[config.mk]
export PLATFORM = sky130hd
export DESIGN_NAME = dht_frame_decoder
export DESIGN_NICKNAME = d
export VERILOG_FILES = /design/src/design/dhtfd_pkg.sv /design/src/design/dht_frame_decoder.sv /design/src/design/dhtfd_cfg.sv /design/src/design/dhtfd_frame.sv
export SDC_FILE = /design/constraint.sdc
export NUM_CORES = 1
export LEC_CHECK = 0
export CORE_MARGIN = 2
export CORE_UTILIZATION = 40
export DETAILED_ROUTE_END_ITERATION = 12
export DONT_BUFFER_PORTS = 1
export SKIP_CTS_REPAIR_TIMING = 1
export SLEW_MARGIN = 25
export SYNTH_ARGS = -nofsm -noshare
export SYNTH_HDL_FRONTEND = slang
export SYNTH_SLANG_ARGS = --single-unit
export TNS_END_PERCENT = 50
[constraint.sdc]
create_clock -name i_clk -period 6.2 [get_ports i_clk]
set_input_delay 0.31 -clock i_clk [delete_from_list [all_inputs] [get_ports i_clk]]
set_output_delay 0.31 -clock i_clk [all_outputs]
set_load 0.02 [all_outputs]
[src/design/dhtfd_pkg.sv]
// dhtfd_pkg: types and constants shared by the sensor frame decoder modules
// no dependencies
`default_nettype none

package dhtfd_pkg;

    // frame layout
    localparam int DATA_BITS  = 40;
    localparam int COUNT_W    = 6;
    localparam int BYTE_W     = 8;
    localparam int STATUS_W   = 2;

    // edge counter saturates here
    localparam logic [COUNT_W-1:0] COUNT_MAX = '1;

    // item kinds
    localparam logic FUNC_EDGE = 1'b0;
    localparam logic FUNC_EOF  = 1'b1;

    // result status codes
    localparam logic [STATUS_W-1:0] ST_GOOD     = 2'd0;
    localparam logic [STATUS_W-1:0] ST_CHECKSUM = 2'd1;
    localparam logic [STATUS_W-1:0] ST_SHORT    = 2'd2;

    // configuration register map
    localparam int CFG_ADDR_W  = 3;
    localparam int CFG_DATA_W  = 32;
    localparam logic REG_BIT_THRESHOLD = 1'b0;
    localparam logic [BYTE_W-1:0] THRESHOLD_RESET = 8'd90;

    typedef struct packed {
        logic [BYTE_W-1:0]   humidity;
        logic [BYTE_W-1:0]   temp_whole;
        logic [BYTE_W-1:0]   temp_frac;
        logic [STATUS_W-1:0] status;
    } t_result;

endpackage

`default_nettype wire

[src/design/dht_frame_decoder.sv]
// dht_frame_decoder: top level of the single-wire sensor frame decoder
// depends on dhtfd_pkg, dhtfd_cfg, dhtfd_frame
//
// usage
//   input channel (i_in_valid / o_in_ready) carries one beat per falling edge
//   (i_func = 0, i_interval_us = us since the previous edge) or one beat per
//   idle timeout (i_func = 1). edge beats produce no result; each end-of-frame
//   beat produces exactly one result beat on o_out_valid / i_out_ready with
//   the held humidity, temperature and a status (good, checksum, short).
//   the bit threshold is set through the apb port (register 0, offset 0).
// timing
//   one beat is accepted every cycle unless an end-of-frame beat waits in the
//   input register behind a stalled result. a beat is taken into an input
//   register, the frame state is updated from that register at the edge on which
//   the beat advances, and the result lands in the output register at that edge.
// reset
//   synchronous, active low: threshold back to 90 us, edge count, bit
//   shifter and held readings cleared, both pipeline registers empty.
// stalls
//   while a result waits on i_out_ready, edge beats keep flowing; a second
//   end-of-frame beat waits in the input register and o_in_ready drops.
`default_nettype none

module dht_frame_decoder #(
    parameter int LEAD_EDGES = 2
) (
    input  wire logic                                i_clk,
    input  wire logic                                i_rst_n,
    input  wire logic                                i_in_valid,
    output logic                                     o_in_ready,
    input  wire logic                                i_func,
    input  wire logic [7:0]                          i_interval_us,
    output logic                                     o_out_valid,
    input  wire logic                                i_out_ready,
    output logic      [7:0]                          o_humidity,
    output logic      [7:0]                          o_temp_whole,
    output logic      [7:0]                          o_temp_frac,
    output logic      [1:0]                          o_status,
    input  wire logic                                psel,
    input  wire logic                                penable,
    input  wire logic                                pwrite,
    input  wire logic [dhtfd_pkg::CFG_ADDR_W-1:0]    paddr,
    input  wire logic [dhtfd_pkg::CFG_DATA_W-1:0]    pwdata,
    output logic      [dhtfd_pkg::CFG_DATA_W-1:0]    prdata,
    output logic                                     pready
);

    logic                          r_in_valid;
    logic                          r_in_func;
    logic [dhtfd_pkg::BYTE_W-1:0]  r_in_interval;
    logic                          r_out_valid;
    dhtfd_pkg::t_result            r_out;

    logic                          advance;
    logic                          in_fire;
    logic [dhtfd_pkg::BYTE_W-1:0]  threshold;
    dhtfd_pkg::t_result            frame_result;

    // edge beats never need the output slot
    assign advance = r_in_valid &&
                     ((r_in_func == dhtfd_pkg::FUNC_EDGE) || !r_out_valid || i_out_ready);
    assign o_in_ready = !r_in_valid || advance;
    assign in_fire    = i_in_valid && o_in_ready;

    dhtfd_cfg u_cfg (
        .i_clk       (i_clk),
        .i_rst_n     (i_rst_n),
        .psel        (psel),
        .penable     (penable),
        .pwrite      (pwrite),
        .paddr       (paddr),
        .pwdata      (pwdata),
        .prdata      (prdata),
        .pready      (pready),
        .o_threshold (threshold)
    );

    dhtfd_frame #(
        .LEAD_EDGES (LEAD_EDGES)
    ) u_frame (
        .i_clk         (i_clk),
        .i_rst_n       (i_rst_n),
        .i_step        (advance),
        .i_func        (r_in_func),
        .i_interval_us (r_in_interval),
        .i_threshold   (threshold),
        .o_result      (frame_result)
    );

    always_ff @(posedge i_clk) begin
        if (!i_rst_n) begin
            r_in_valid <= 1'b0;
        end else if (in_fire) begin
            r_in_valid <= 1'b1;
        end else if (advance) begin
            r_in_valid <= 1'b0;
        end
    end

    always_ff @(posedge i_clk) begin
        if (in_fire) begin
            r_in_func     <= i_func;
            r_in_interval <= i_interval_us;
        end
    end

    always_ff @(posedge i_clk) begin
        if (!i_rst_n) begin
            r_out_valid <= 1'b0;
        end else if (advance && (r_in_func == dhtfd_pkg::FUNC_EOF)) begin
            r_out_valid <= 1'b1;
        end else if (i_out_ready) begin
            r_out_valid <= 1'b0;
        end
    end

    always_ff @(posedge i_clk) begin
        if (advance && (r_in_func == dhtfd_pkg::FUNC_EOF)) begin
            r_out <= frame_result;
        end
    end

    assign o_out_valid  = r_out_valid;
    assign o_humidity   = r_out.humidity;
    assign o_temp_whole = r_out.temp_whole;
    assign o_temp_frac  = r_out.temp_frac;
    assign o_status     = r_out.status;

endmodule

`default_nettype wire

[src/design/dhtfd_cfg.sv]
// dhtfd_cfg: apb register block holding the bit threshold
// depends on dhtfd_pkg
`default_nettype none

module dhtfd_cfg (
    input  wire logic                                i_clk,
    input  wire logic                                i_rst_n,
    input  wire logic                                psel,
    input  wire logic                                penable,
    input  wire logic                                pwrite,
    input  wire logic [dhtfd_pkg::CFG_ADDR_W-1:0]    paddr,
    input  wire logic [dhtfd_pkg::CFG_DATA_W-1:0]    pwdata,
    output logic      [dhtfd_pkg::CFG_DATA_W-1:0]    prdata,
    output logic                                     pready,
    output logic      [dhtfd_pkg::BYTE_W-1:0]        o_threshold
);

    logic [dhtfd_pkg::BYTE_W-1:0] r_threshold;
    logic                         reg_hit;

    // word index sits above the byte offset
    assign reg_hit = (paddr[2] == dhtfd_pkg::REG_BIT_THRESHOLD);

    always_ff @(posedge i_clk) begin
        if (!i_rst_n) begin
            r_threshold <= dhtfd_pkg::THRESHOLD_RESET;
        end else if (psel && penable && pwrite && pready && reg_hit) begin
            r_threshold <= pwdata[dhtfd_pkg::BYTE_W-1:0];
        end
    end

    always_comb begin
        prdata = '0;
        if (reg_hit) begin
            prdata = {{(dhtfd_pkg::CFG_DATA_W-dhtfd_pkg::BYTE_W){1'b0}}, r_threshold};
        end
    end

    assign pready      = 1'b1;
    assign o_threshold = r_threshold;

endmodule

`default_nettype wire

[src/design/dhtfd_frame.sv]
// dhtfd_frame: edge counter, bit shifter, checksum check and held readings
// depends on dhtfd_pkg
`default_nettype none

module dhtfd_frame #(
    parameter int LEAD_EDGES = 2
) (
    input  wire logic                           i_clk,
    input  wire logic                           i_rst_n,
    input  wire logic                           i_step,
    input  wire logic                           i_func,
    input  wire logic [dhtfd_pkg::BYTE_W-1:0]   i_interval_us,
    input  wire logic [dhtfd_pkg::BYTE_W-1:0]   i_threshold,
    output dhtfd_pkg::t_result                  o_result
);

    localparam logic [dhtfd_pkg::COUNT_W-1:0] LEAD_CNT  =
        dhtfd_pkg::COUNT_W'(LEAD_EDGES);
    localparam logic [dhtfd_pkg::COUNT_W-1:0] FRAME_CNT =
        dhtfd_pkg::COUNT_W'(LEAD_EDGES + dhtfd_pkg::DATA_BITS);

    logic [dhtfd_pkg::COUNT_W-1:0]   r_edge_count;
    logic [dhtfd_pkg::DATA_BITS-1:0] r_bit_shift;
    logic [dhtfd_pkg::BYTE_W-1:0]    r_held_humidity;
    logic [dhtfd_pkg::BYTE_W-1:0]    r_held_temp_whole;
    logic [dhtfd_pkg::BYTE_W-1:0]    r_held_temp_frac;

    logic                            in_window;
    logic                            bit_val;
    logic                            frame_full;
    logic                            sum_ok;
    logic [dhtfd_pkg::BYTE_W-1:0]    b0, b1, b2, b3, b4, sum8;

    assign in_window  = (r_edge_count >= LEAD_CNT) && (r_edge_count < FRAME_CNT);
    assign bit_val    = (i_interval_us > i_threshold);
    assign frame_full = (r_edge_count >= FRAME_CNT);

    assign b0 = r_bit_shift[39:32];
    assign b1 = r_bit_shift[31:24];
    assign b2 = r_bit_shift[23:16];
    assign b3 = r_bit_shift[15:8];
    assign b4 = r_bit_shift[7:0];
    // checksum wraps at 8 bits
    assign sum8   = b0 + b1 + b2 + b3;
    assign sum_ok = (sum8 == b4);

    always_comb begin
        o_result.humidity   = r_held_humidity;
        o_result.temp_whole = r_held_temp_whole;
        o_result.temp_frac  = r_held_temp_frac;
        priority if (!frame_full) begin
            o_result.status = dhtfd_pkg::ST_SHORT;
        end else if (sum_ok) begin
            o_result.humidity   = b0;
            o_result.temp_whole = b2;
            o_result.temp_frac  = b3;
            o_result.status     = dhtfd_pkg::ST_GOOD;
        end else begin
            o_result.status = dhtfd_pkg::ST_CHECKSUM;
        end
    end

    always_ff @(posedge i_clk) begin
        if (!i_rst_n) begin
            r_edge_count      <= '0;
            r_bit_shift       <= '0;
            r_held_humidity   <= '0;
            r_held_temp_whole <= '0;
            r_held_temp_frac  <= '0;
        end else if (i_step) begin
            if (i_func == dhtfd_pkg::FUNC_EDGE) begin
                if (in_window) begin
                    r_bit_shift <= {r_bit_shift[dhtfd_pkg::DATA_BITS-2:0], bit_val};
                end
                if (r_edge_count != dhtfd_pkg::COUNT_MAX) begin
                    r_edge_count <= r_edge_count + 1'b1;
                end
            end else begin
                // end of frame rearms the decoder
                r_edge_count <= '0;
                r_bit_shift  <= '0;
                if (frame_full && sum_ok) begin
                    r_held_humidity   <= b0;
                    r_held_temp_whole <= b2;
                    r_held_temp_frac  <= b3;
                end
            end
        end
    end

endmodule

`default_nettype wire

Yosys cells after proc, flatten, opt, wreduce, memory -nomap -nowiden:

Cells that the tools add are included.

* add/sub/neg operators: 4
* $lt $le $gt $ge: 4
* equality and inequality tests: 2
* mux-type cells: 12
* bitwise operators: 2
* reduce and logical (&&, ||, !) cells: 20

Operators with widths (number)
* 40-bit 2-to-1 mux: 2
* 24-bit 2-to-1 mux: 2
* 8-bit adder: 3
* 6-bit 2-to-1 mux: 2
* 8-bit equality test: 1
* 8-bit greater-than comparator: 1
* 1-bit logical AND: 8
* 8-bit 2-to-1 mux: 1
* 2-bit nonzero test: 4
* 6-bit by 1-bit adder with 6-bit output (second input constant): 1
* 6-bit by 2-bit >= comparator with 1-bit output (second input constant): 1
* 6-bit >= comparator (second input constant): 1
* 6-bit less-than comparator (second input constant): 1
* 6-bit inequality test (second input constant): 1
* 1-bit 2-to-1 mux: 5
* 2-bit AND reduction: 2
* 1-bit logical OR: 3
* 3-bit AND reduction: 1
* 1-bit zero test: 2
* 1-bit NOT: 2

* flip-flop bits (word level): 115
* input port bits: 51
* output and inout bits: 61
* word-level logic and storage cells: 58

Logic depth before layout (Yosys ltp):

* depth in word-level cells: 7
* gate-level depth with buffers: 14
* gate-level depth less buffers: 12

Cells and area by module:

A second synthesis with hierarchy kept.

* cells, all modules: 520
* area, all modules: 5645.4 um^2

By module, submodules not included
* dhtfd_frame: times used 1, cells each 403, area an instance 3866.2 um^2, seq. area each 1401.3 um^2
* dht_frame_decoder: times used 1, cells each 47, area an instance 1168.6 um^2, seq. area each 1091.0 um^2
* dhtfd_cfg: times used 1, cells each 70, area an instance 610.6 um^2, seq. area each 160.2 um^2

Worst setup path before layout:

No wires, ideal clock.

* path kind: flip-flop to flip-flop
* start point: reg u_frame.r_bit_shift[9] (netlist name)
* end point: reg r_out (netlist bit o_humidity[0]), data pin
* library setup time: 0.260 ns
* arrival: 3.507 ns
* required time: 5.940 ns
* slack: 2.433 ns
* cell stages (with the launch flop): 13
* path buffers: 1
* period minus slack after synthesis: 3.767 ns
* path through: dfxtp_1 fa_1 inv_1 fa_1 inv_1 ha_1 fa_1 xor2_1 nor4_1 nand3_1 nor4_4 buf_6 mux2_4

RTL lines
* start, declared: line dhtfd_frame.sv:23 `logic [dhtfd_pkg::DATA_BITS-1:0] r_bit_shift;`
* start signal, assigned: line dhtfd_frame.sv:73 `r_bit_shift <= {r_bit_shift[dhtfd_pkg::DATA_BITS-2:0], bit_val};`
* end signal, assigned: line dht_frame_decoder.sv:119 `r_out <= frame_result;`
* end, declared: line dht_frame_decoder.sv:52 `dhtfd_pkg::t_result r_out;`

==> summary.txt <==
Outcome
  – Result of the run: finished, final reports clean

STA
  – Slew HR: 39.6%
  – Setup repair after global routing missed its margin: no
  – Count of final max-slew check failures: 0
  – Final period util: between 60% and 70%
  – Total setup violations reported at the end of the flow: 0
  – Worst Slack Setup Final: 2.05 ns
  – Achievable Freq: 241 MHz
  – Minimum clock period after layout: 4.15 ns
  – Transition time of the tightest slew-check pin: 0.901 ns
  – Worst clock skew on the final layout: 0.00668 ns
  – Final number of hold-violating endpoints: 0
  – Sum Neg Setup Slack: 0 ns

Place
  – RD Place Congestion: 0.737
  – Port Buf Inserts: 0
  – Post-placement setup slack: between 2 and 2.5 ns
  – Placed cells: 671
  – DP Wirelength: around 6700 um

Clock network
  – Skew-Pair Late Insertion Delay: just over 0.4 ns
  – Clock buffer count from CTS: 17
  – Buffer type at the clock tree root: clkbuf_16
  – H-Tree Level Count: 4
  – TritonCTS clock tree: built
  – Clock slew seen by the registers of the worst setup and hold paths: 0.05 ns
  – CTS max path bufs: 2
  – Number of sinks handled by clock tree synthesis: 115

Setup path
  – Category of the worst setup path launch point: flip-flop
  – Endpoint of the worst register-to-register path: o_temp_frac[0]$_DFFE_PP_
  – Setup CP Type: flip-flop to flip-flop
  – Worst Path Arrival: 4.31 ns
  – Setup slack of the worst register-to-register path: approximately 2 ns
  – Logic depth of the worst register-to-register path: 12
  – CP endpoint kind: flip-flop
  – Req. time, crit path: 6.36 ns
  – Largest fanout on the critical path: 24
  – Startpoint of the worst-slack reg-to-reg timing path: u_frame.r_bit_shift[9]$_SDFFE_PN0P_

Cells and area
  – Layout overhead on the synthesized area: 12.2%
  – Share of post-route cells with drive strength above 1: a little under an eighth
  – Final net count: 602
  – Share of the core filled with cells in the final layout: 45.8%
  – Most common cell after layout, fill and taps aside: dfxtp_1
  – Top library cells by usage in the layout, fill and taps aside: 80 x dfxtp_1, 67 x nand2_1, 45 x nor2b_1, 39 x a22oi_1, 35 x edfxtp_1
  – Number of diodes: 0
  – Post-route non-filler standard cell count: 713

Run
  – Reported max-cap violation count: 0

Global route
  – Maximum number of pins on one net before global-route repair: 102
  – Congestion Overflow GR: 0
  – Number of global-route vias before repair: 3419
  – Global-route wire length before repair: 16800 um
  – Initial antenna violation count: 0
  – GRT Util Overall: 14.6%

Synth
  – Flip-flop and latch count after synthesis: between 100 and 150
  – Synth area leaders: dfxtp_1 29%, edfxtp_1 19%, mux2_4 5.3%, a22oi_1 5.2%, nor2b_1 5.0%
  – Synth area leader: dfxtp_1
  – Sequential fraction of the synthesis area: 47.2%
  – Synth warn: 0
  – Unique masters post-synth: 45
  – Post-synthesis instance area: 5620 sq um
  – Portion of synthesized cell area occupied by the leading cell type: 28.5%
  – Number of standard cells after synthesis: 516
  – Mean instance size in the synthesized netlist: 10.9 sq um

Routing
  – Detail-routed via count per cell: approximately 4.9
  – Detailed-router iteration count before antenna repair: 4
  – Post-route DRC: 0
  – Vias: 3501
  – Number of nets still failing antenna checks after routing: 0
  – Total Routed Length: 9980 um
  – Wire length per cell: 14.0 um
  – First-iteration detailed-routing DRC count: 200

Power and ir drop
  – Leakage: approximately 2.3 nW
  – Switching power as a share of total power: approximately a fifth
  – Power density normalized to cell area: 277 nW/um^2
  – Cell internal power dissipation: roughly 0.0014 W
  – VDD IR max: 0.184 mV
  – Clock power share: about half
  – Switching power of the nets: between 0.0003 and 0.0004 W
  – Register share of total power: 45.9%
  – Comb pwr share: 3.0%

Floorplanning
  – Placeable core region: 13800 sq um
  – Starting density of the core: 40.8%
  – Top-level port count: approximately 110
  – Die ar.: ~15000 sq um
  – Width of the die: 122 um
  – Std cell rows: 43
  – Die boundary height: 122 um

Worst hold path
  – Min-Delay Path Class: input pin to flip-flop
  – Hold path depth: 2
  – Worst-case hold path end point: u_cfg.o_threshold[5]$_SDFFE_PN0P_
  – Startpoint of the worst hold path: pwdata[5]
-- worst max-delay path, stage by stage (launching register included) --
cell	delay, ns
dfxtp_1	0.37
fa_1	0.55
inv_1	0.05
fa_1	0.50
inv_1	0.05
ha_1	0.22
fa_1	0.46
xor2_1	0.15
nor4_1	0.28
nand3_1	0.24
nor4_4	0.18
buf_4	0.43
mux2_2	0.40
-- synthesized netlist by cell type, drive strengths merged --
cell / count
and4: 1
a21oi: 7
nor3: 3
nand4b: 1
and4b: 1
edfxtp: 35
mux2i: 25
conb: 2
o21ai: 5
inv: 23
fa: 14
clkbuf: 22
xnor2: 11
a31oi: 2
a22oi: 39
a211oi: 1
o21bai: 1
and3: 1
a221oi: 1
buf: 31
dfxtp: 80
a21o: 2
nand2: 67
nand3: 4
o21a: 3
mux2: 24
nor4b: 1
a21boi: 6
nor4: 3
o211ai: 4
a311oi: 1
xor2: 10
and3b: 1
o221ai: 1
ha: 17
nor2: 18
nand2b: 1
nand4: 2
nor2b: 45
-- flip-flops by register name, summed over array words and instances, names as in the netlist --
name,flops
u_frame.r_held_temp_whole,8
o_out_valid,1
o_temp_frac,8
u_frame.r_edge_count,6
r_in_valid,1
u_cfg.o_threshold,8
r_in_func,1
u_frame.r_held_humidity,8
u_frame.r_bit_shift,40
o_humidity,8
u_frame.r_held_temp_frac,8
r_in_interval,8
o_status,2
o_temp_whole,8
-- metal layers --
layer  wire length, um  global-route usage (%)  part of all wire, %  vias up
met5                 0                       0                    0        -
met1              4530                    18.5                   45     1667
met4                97                    6.25                 0.97        0
li1                  -                       -                    -     1734
met2              4890                    22.9                   49       90
met3               453                    4.55                  4.5       10
-- per-stage QoR --
| stage | instance area [sq um] | total power [W] | hold WS, ns |
|---|---|---|---|
| final | 6300 | 0.00175 | 0.0471 |
| after global routing | 6300 | 0.00181 | 0.0276 |
| after CTS | 6200 | 0.00177 | -0.0284 |
| after detailed placement | 5650 | 0.000865 | 0.409 |
| after global placement | 5650 | 0.000864 | 0.409 |
| after floorplan | 5700 | 0.000877 | 0.409 |
-- worst max-delay path by stage --
| stage | end | startpoint | depth (start not counted) |
|---|---|---|---|
| after floorplan | o_humidity[0]$_DFFE_PP_ | u_frame.r_bit_shift[9]$_SDFFE_PN0P_ | 12 |
| after global placement | o_temp_frac[2]$_DFFE_PP_ | u_frame.r_bit_shift[9]$_SDFFE_PN0P_ | 12 |
| after detailed placement | o_temp_frac[0]$_DFFE_PP_ | u_frame.r_bit_shift[9]$_SDFFE_PN0P_ | 13 |
| after CTS | o_temp_frac[0]$_DFFE_PP_ | u_frame.r_bit_shift[9]$_SDFFE_PN0P_ | 12 |
| after global routing | o_temp_frac[0]$_DFFE_PP_ | u_frame.r_bit_shift[9]$_SDFFE_PN0P_ | 12 |
| final | o_temp_frac[0]$_DFFE_PP_ | u_frame.r_bit_shift[9]$_SDFFE_PN0P_ | 12 |
-- power groups by stage --
stage               clock (W)  combinational [W]  sequential (W)
global placement            0          0.0000456        0.000818
floorplan                   0          0.0000611        0.000816
CTS                  0.000916          0.0000469        0.000803
global route         0.000950          0.0000580        0.000804
finish               0.000893          0.0000519        0.000803
detailed placement          0          0.0000467        0.000818
-- cell type report --
| type | instances | area [sq um] |
|---|---|---|
| repair buffers | 15 | 138 |
| clock inverters | 8 | 78.8 |
| flip-flops and latches | 115 | 2650 |
| well taps | 180 | 225 |
| inverters | 23 | 86.3 |
| clock buffers | 24 | 472 |
| fillers | 1316 | 7470 |
| multi-input cells | 348 | 2650 |
-- cell families (layout without fill, tap and decap cells) --
group	after synthesis	count (layout)	share of synthesized area [%]
AO/OA/AOI/OAI	73	73	9.45
XOR/XNOR	21	21	3.27
adder cells (fa/ha/maj)	31	31	8.78
buffers and inverters	76	70	7.37
flip-flops	115	115	47.2
multiplexers	49	49	10.6
other	2	25	0.134
AND/OR/NAND/NOR	149	149	13.2
(Power assumes the default switching activity.)
